[config.mk]
export PLATFORM = sky130hd
export DESIGN_NAME = uvf_cell
export DESIGN_NICKNAME = d
export VERILOG_FILES = /design/src/rtl/uvf_pkg.sv /design/src/rtl/uvf_cell.sv
export SDC_FILE = /design/constraint.sdc
export NUM_CORES = 1
export LEC_CHECK = 0
export ABC_CLOCK_PERIOD_IN_PS = 6000
export BUFFER_PORTS_ARGS = -buffer_cell sky130_fd_sc_hd__clkbuf_2
export CAP_MARGIN = 20
export CORE_MARGIN = 1.5
export CORE_UTILIZATION = 40
export CTS_BUF_LIST = sky130_fd_sc_hd__clkbuf_8
export DETAILED_ROUTE_END_ITERATION = 10
export PLACE_DENSITY = 0.81
export SLEW_MARGIN = 20
export SYNTH_ARGS = -nofsm -noshare
export SYNTH_HDL_FRONTEND = slang
export SYNTH_SLANG_ARGS = --single-unit
[constraint.sdc]
create_clock -name clk_i -period 6 [get_ports clk_i]
set_clock_uncertainty 0.1 [all_clocks]
set_input_delay 1.2 -clock clk_i [delete_from_list [all_inputs] [get_ports clk_i]]
set_output_delay 1.2 -clock clk_i [all_outputs]
set_load 0.03 [all_outputs]
[src/rtl/uvf_pkg.sv]
// Package for the unique value FIFO: depth, status codes, transaction types
// and the control bundle broadcast from the top level to the cell row.
// No dependencies.
package uvf_pkg;

  localparam int unsigned DEPTH = 64;
  localparam int unsigned VALUE_W = 32;

  localparam logic MODE_ENQUEUE = 1'b0;
  localparam logic MODE_DEQUEUE = 1'b1;

  typedef enum logic [2:0] {
    ST_ENQUEUED  = 3'd0,
    ST_FULL      = 3'd1,
    ST_DUPLICATE = 3'd2,
    ST_DEQUEUED  = 3'd3,
    ST_EMPTY     = 3'd4
  } status_e;

  typedef struct packed {
    logic                      mode;
    logic signed [VALUE_W-1:0] value_in;
  } in_t;

  typedef struct packed {
    status_e                   status;
    logic signed [VALUE_W-1:0] value_out;
  } out_t;

  typedef struct packed {
    logic                      cmp_en;
    logic                      shift;
    logic                      enq;
    logic signed [VALUE_W-1:0] cmp_value;
    logic signed [VALUE_W-1:0] enq_value;
  } cell_ctrl_t;

endpackage

[src/rtl/uvf_cell.sv]
// One storage cell of the unique value FIFO: a value, its valid bit and a
// registered match flag. Takes its neighbor's value on a dequeue shift.
// Depends on uvf_pkg.
module uvf_cell import uvf_pkg::*; (
  input  logic                      clk_i,
  input  logic                      rst_ni,
  input  cell_ctrl_t                ctrl_i,
  input  logic                      prev_valid_i,
  input  logic                      next_valid_i,
  input  logic signed [VALUE_W-1:0] next_value_i,
  output logic                      valid_o,
  output logic signed [VALUE_W-1:0] value_o,
  output logic                      match_o
);

  logic                      valid_q, valid_d;
  logic signed [VALUE_W-1:0] value_q, value_d;
  logic                      match_q, match_d;
  logic                      load;

  assign load = ctrl_i.enq && !valid_q && prev_valid_i;

  always_comb begin
    valid_d = valid_q;
    value_d = value_q;
    if (ctrl_i.shift) begin
      valid_d = next_valid_i;
      value_d = next_value_i;
    end else if (load) begin
      valid_d = 1'b1;
      value_d = ctrl_i.enq_value;
    end
    match_d = match_q;
    if (ctrl_i.cmp_en) begin
      match_d = valid_q && (value_q == ctrl_i.cmp_value);
    end
  end

  always_ff @(posedge clk_i or negedge rst_ni) begin
    if (!rst_ni) begin
      valid_q <= 1'b0;
      match_q <= 1'b0;
    end else begin
      valid_q <= valid_d;
      match_q <= match_d;
    end
  end

  always_ff @(posedge clk_i) begin
    value_q <= value_d;
  end

  assign valid_o = valid_q;
  assign value_o = value_q;
  assign match_o = match_q;

endmodule

== After elaboration in Yosys (flattened, before gate mapping) ==
Index checks and enable logic that the tools add are counted.

* Register bits after elaboration: 34

* Eq/ne operators: 1
* Mux-type cells: 4
* Reductions and logical operators: 5

{| class="wikitable"
|+ Operator list
! kind !! number
|-
| 32-bit 2-to-1 mux || 2
|-
| 32-bit == test || 1
|-
| 1-bit logical AND || 3
|-
| 1-bit 2-to-1 mux || 2
|-
| 2-bit nonzero test || 1
|-
| 1-bit zero test || 1
|}

== Longest topological paths before layout ==
* Word-level depth: 5
* Mapped depth: 5
* Gate-level depth less buffers: 5

== Least setup slack after synthesis ==
Ideal clock, no wire load.

* Path kind: input to register
* Start: in prev_valid_i
* End: reg value_q[0], in the netlist value_o[0], enable pin
* Setup time: 0.430 ns
* Data arrival time: 2.798 ns
* Path slack: 2.672 ns
* Stages: 2
* Path buffers: 0
* Cells stage by stage: nand2_1 -> o21bai_1

* Word-level cells in the longest chain between the ends: 2

{| class="wikitable"
|+ Ends and longest elaborated chain
! what !! RTL line !! text
|-
| from (decl) || uvf_cell.sv:8 || <nowiki>input logic prev_valid_i,</nowiki>
|-
| 1-bit logical AND || uvf_cell.sv:21 || <nowiki>assign load = ctrl_i.enq && !valid_q && prev_valid_i;</nowiki>
|-
| 2-bit nonzero test (no source line) || -- ||
|-
| to (signal assigned) || uvf_cell.sv:50 || <nowiki>value_q <= value_d;</nowiki>
|-
| to (decl) || uvf_cell.sv:17 || <nowiki>logic signed [VALUE_W-1:0] value_q, value_d;</nowiki>
|}

No other way between the ends.
A chain may end at the register's enable or synchronous reset.

== Final worst setup path ==
* Start: in ctrl_i[46] (netlist name)
* End: reg match_q, in the netlist match_o

* Word-level cells in the longest chain between the ends: 2

{| class="wikitable"
|+ Ends and longest elaborated chain
! what !! RTL line !! text
|-
| from (decl) || uvf_cell.sv:7 || <nowiki>input cell_ctrl_t ctrl_i,</nowiki>
|-
| 32-bit == test || uvf_cell.sv:35 || <nowiki>match_d = valid_q && (value_q == ctrl_i.cmp_value);</nowiki>
|-
| 1-bit logical AND || uvf_cell.sv:35 ||
|-
| to (signal assigned) || uvf_cell.sv:45 || <nowiki>match_q <= match_d;</nowiki>
|-
| to (decl) || uvf_cell.sv:18 || <nowiki>logic match_q, match_d;</nowiki>
|}

No other way between the ends.

==> results.cfg <==
[cells_and_area]
fin_nets = 361
drive_above_1_share_pct = 67.95
area.growth.synth_to_final_pct = 46.37
antenna_cells = 0
fill_cells = 356

[min_path]
hold_class = flop to flop
min_path_cells = 2
hold_path_end = match_o$_DFFE_PN0P_
hp-start = match_o$_DFFE_PN0P_

[clock_network]
cts_max_level = 2
postCtsSetupBuffers = 0
clkSinkCount = 34
cts_tree = built
clk_pin_slew_worst_paths_ps = 70
cts_buffers = 5
clk_latency_ps = 280
clk_path_buf_depth = 2
holdBufCountCts = 0
cts_root_buf = clkbuf_8
cts_resized = 0

[yosys]
yosys_warnings = 0
ys_seq_elements = 34
yosysTopAreaCellShare_pct = 54.12
syn_area_mm2 = 0.001775
synth_area_per_cell_um2 = 14.92
synthTopCellsByArea = edfxtp_1 (54%), mux2_2 (20%), xor2_1 (9.9%), xnor2_1 (5.9%), dfrtp_1 (2.8%)
yosysSeqAreaShare_pct = 56.94
synth.distinct_cells = 15
synthesis.nets = 222
synth_cells = 119
yosysTopAreaCell = edfxtp_1

[critical_path]
startpoint_type = input port
critical_path_arrival_ps = 2790
timing.rr.start = value_o[14]$_DFFE_PP_
reg2reg_depth = 5
critPathRequiredTime_ps = 6100
ff2ff_setup_slack_ps = 3900
reg2reg_to = match_o$_DFFE_PN0P_
cp_max_fo = 1
crit_path_end_kind = flop
path_class = input port to flop

[run_status]
outcome = complete, no violations

[die]
initial_utilization_pct = 41.06
ios = 137
die_h_um = 69.63
core_area_mm2 = 0.004324
die-area_mm2 = 0.004848
die_width_um = 69.63
rows = 24

[global_route]
use_met3_pct = 5.814
grt-busiest-layer = met2
grt_max_degree = 35
grt_pass1_wl_um = 6596
grtUsageTotal_pct = 17.97
antenna_found_initial = 0
use_met2_pct = 33.12
grt_util_met1_pct = 19.11
grt_pass1_vias = 1504
overflow = 0

[detailed_routing]
via_count = 1459
drtIter0Drc = 16
wire_per_inst_um = 13.55
firstDrtPassIters = 4
drc = 0
ant_nets = 0
viasPerCell = 4.691
drt_wl_total_um = 4213

[power]
vdd_drop_max_v = 0.0001260
powerDensity_mw_per_mm2 = 228.6
p_leak_nw = 1.212

[placed_design]
dp_hpwl_um = 3439
pre_cts_ws_ps = 2965
numPortBuffers = 136
finalWeightedCongestion = 0.7350

[timing]
maxSlewViolCount = 0
finalHoldViolations = 0
worst_pin_slew_ps = 913.0
setup_violations = 0
rsz0062_at_grt = false
fin_setup_tns_ps = 0
period_share_pct = 44.81
max_freq_ghz = 0.3719
max-slew-margin-rel_pct = 38.97
period_needed_ps = 2689
fin_ws_ps = 3311

[job]
cap_violations = 0
[registers in the layout, indices dropped and copies added (netlist names)]
| register | count |
|---|---|
| value_o | 32 |
| match_o | 1 |
| valid_o | 1 |
[critical path, stage by stage]
cell	delay (ps)
clkbuf_2	80
xor2_1	160
nor4_1	510
nand4_1	170
or4_1	560
o22ai_2	110
[area by class of cell]
type / instances / area, um^2 / share of cell area, %
inverters: 2 / 7.507 / 0.2889
clock buffers: 5 / 68.82 / 2.648
flip-flops and latches: 34 / 1011 / 38.90
clock inverters: 3 / 12.51 / 0.4815
well taps: 52 / 65.06 / 2.504
repair buffers: 136 / 680.7 / 26.19
multi-input cells: 79 / 753.2 / 28.98
[metrics by stage]
stage / total power, W / utilization (%) / std cells / area, um^2 / hold WS (ps)
global placement: 0.0004435 / 58.22 / 303 / 2517 / 438.6
floorplan: 0.0003838 / - / 119 / 1775 / 593.8
global route: 0.0006227 / 60.10 / 311 / 2599 / 507.3
CTS: 0.0006046 / 60.10 / 311 / 2599 / 486.5
detailed placement: 0.0004466 / 58.22 / 303 / 2517 / 476.1
finish: 0.0005941 / 60.10 / 311 / 2599 / 477.7
[cell usage in the layout, fill, tap and decap left out, drive strengths merged]
cell	n
dfrtp	2
o21bai	1
xnor2	12
nand2	1
a2bb2oi	1
xor2	20
clkinv	2
mux2	32
nor4	5
inv	3
nand3	1
clkbuf	141
nand4	4
edfxtp	32
o22ai	1
or4	1
[cell families after synthesis]
| logic type | count (synthesis) | share of synthesized area [%] |
|---|---|---|
| flip-flops | 34 | 56.94 |
| XOR/XNOR | 32 | 15.79 |
| multiplexers | 32 | 20.30 |
| AND/OR/NAND/NOR | 12 | 4.087 |
| buffers and inverters | 6 | 1.268 |
| AO/OA/AOI/OAI | 3 | 1.621 |
[metal layers]
metal  part of all wire, %  vias to the layer above
li1                      -                      722
met1                    38                      647
met2                    52                       83
met3                   8.8                        7
met4                   1.4                        0
met5                     0                        -
[cell usage after synthesis, drive strengths merged]
master   count
nand4        4
nand2        1
o22ai        1
edfxtp      32
nor4         5
inv          2
dfrtp        2
o21bai       1
xnor2       12
mux2        32
xor2        20
clkbuf       4
nand3        1
or4          1
a2bb2oi      1
[worst max-delay path by stage]
stage	cells past startpoint	start	endpoint
6_report	6	ctrl_i[46]	match_o$_DFFE_PN0P_
5_1_grt	6	ctrl_i[46]	match_o$_DFFE_PN0P_
4_1_cts	6	ctrl_i[46]	match_o$_DFFE_PN0P_
3_5_place_dp	6	ctrl_i[46]	match_o$_DFFE_PN0P_
3_3_place_gp	6	ctrl_i[46]	match_o$_DFFE_PN0P_
2_1_floorplan	2	prev_valid_i	value_o[0]$_DFFE_PP_
[power breakdown]
| group | leakage, nW | switching [W] | internal (W) |
|---|---|---|---|
| Combinational | 0.824 | 0.0000763 | 0.0000655 |
| Sequential | 0.341 | 0.0000140 | 0.000284 |
| Clock | 0.0468 | 0.0000766 | 0.0000779 |
| Total | 1.21 | 0.000167 | 0.000427 |
(Power assumes the default switching activity.)
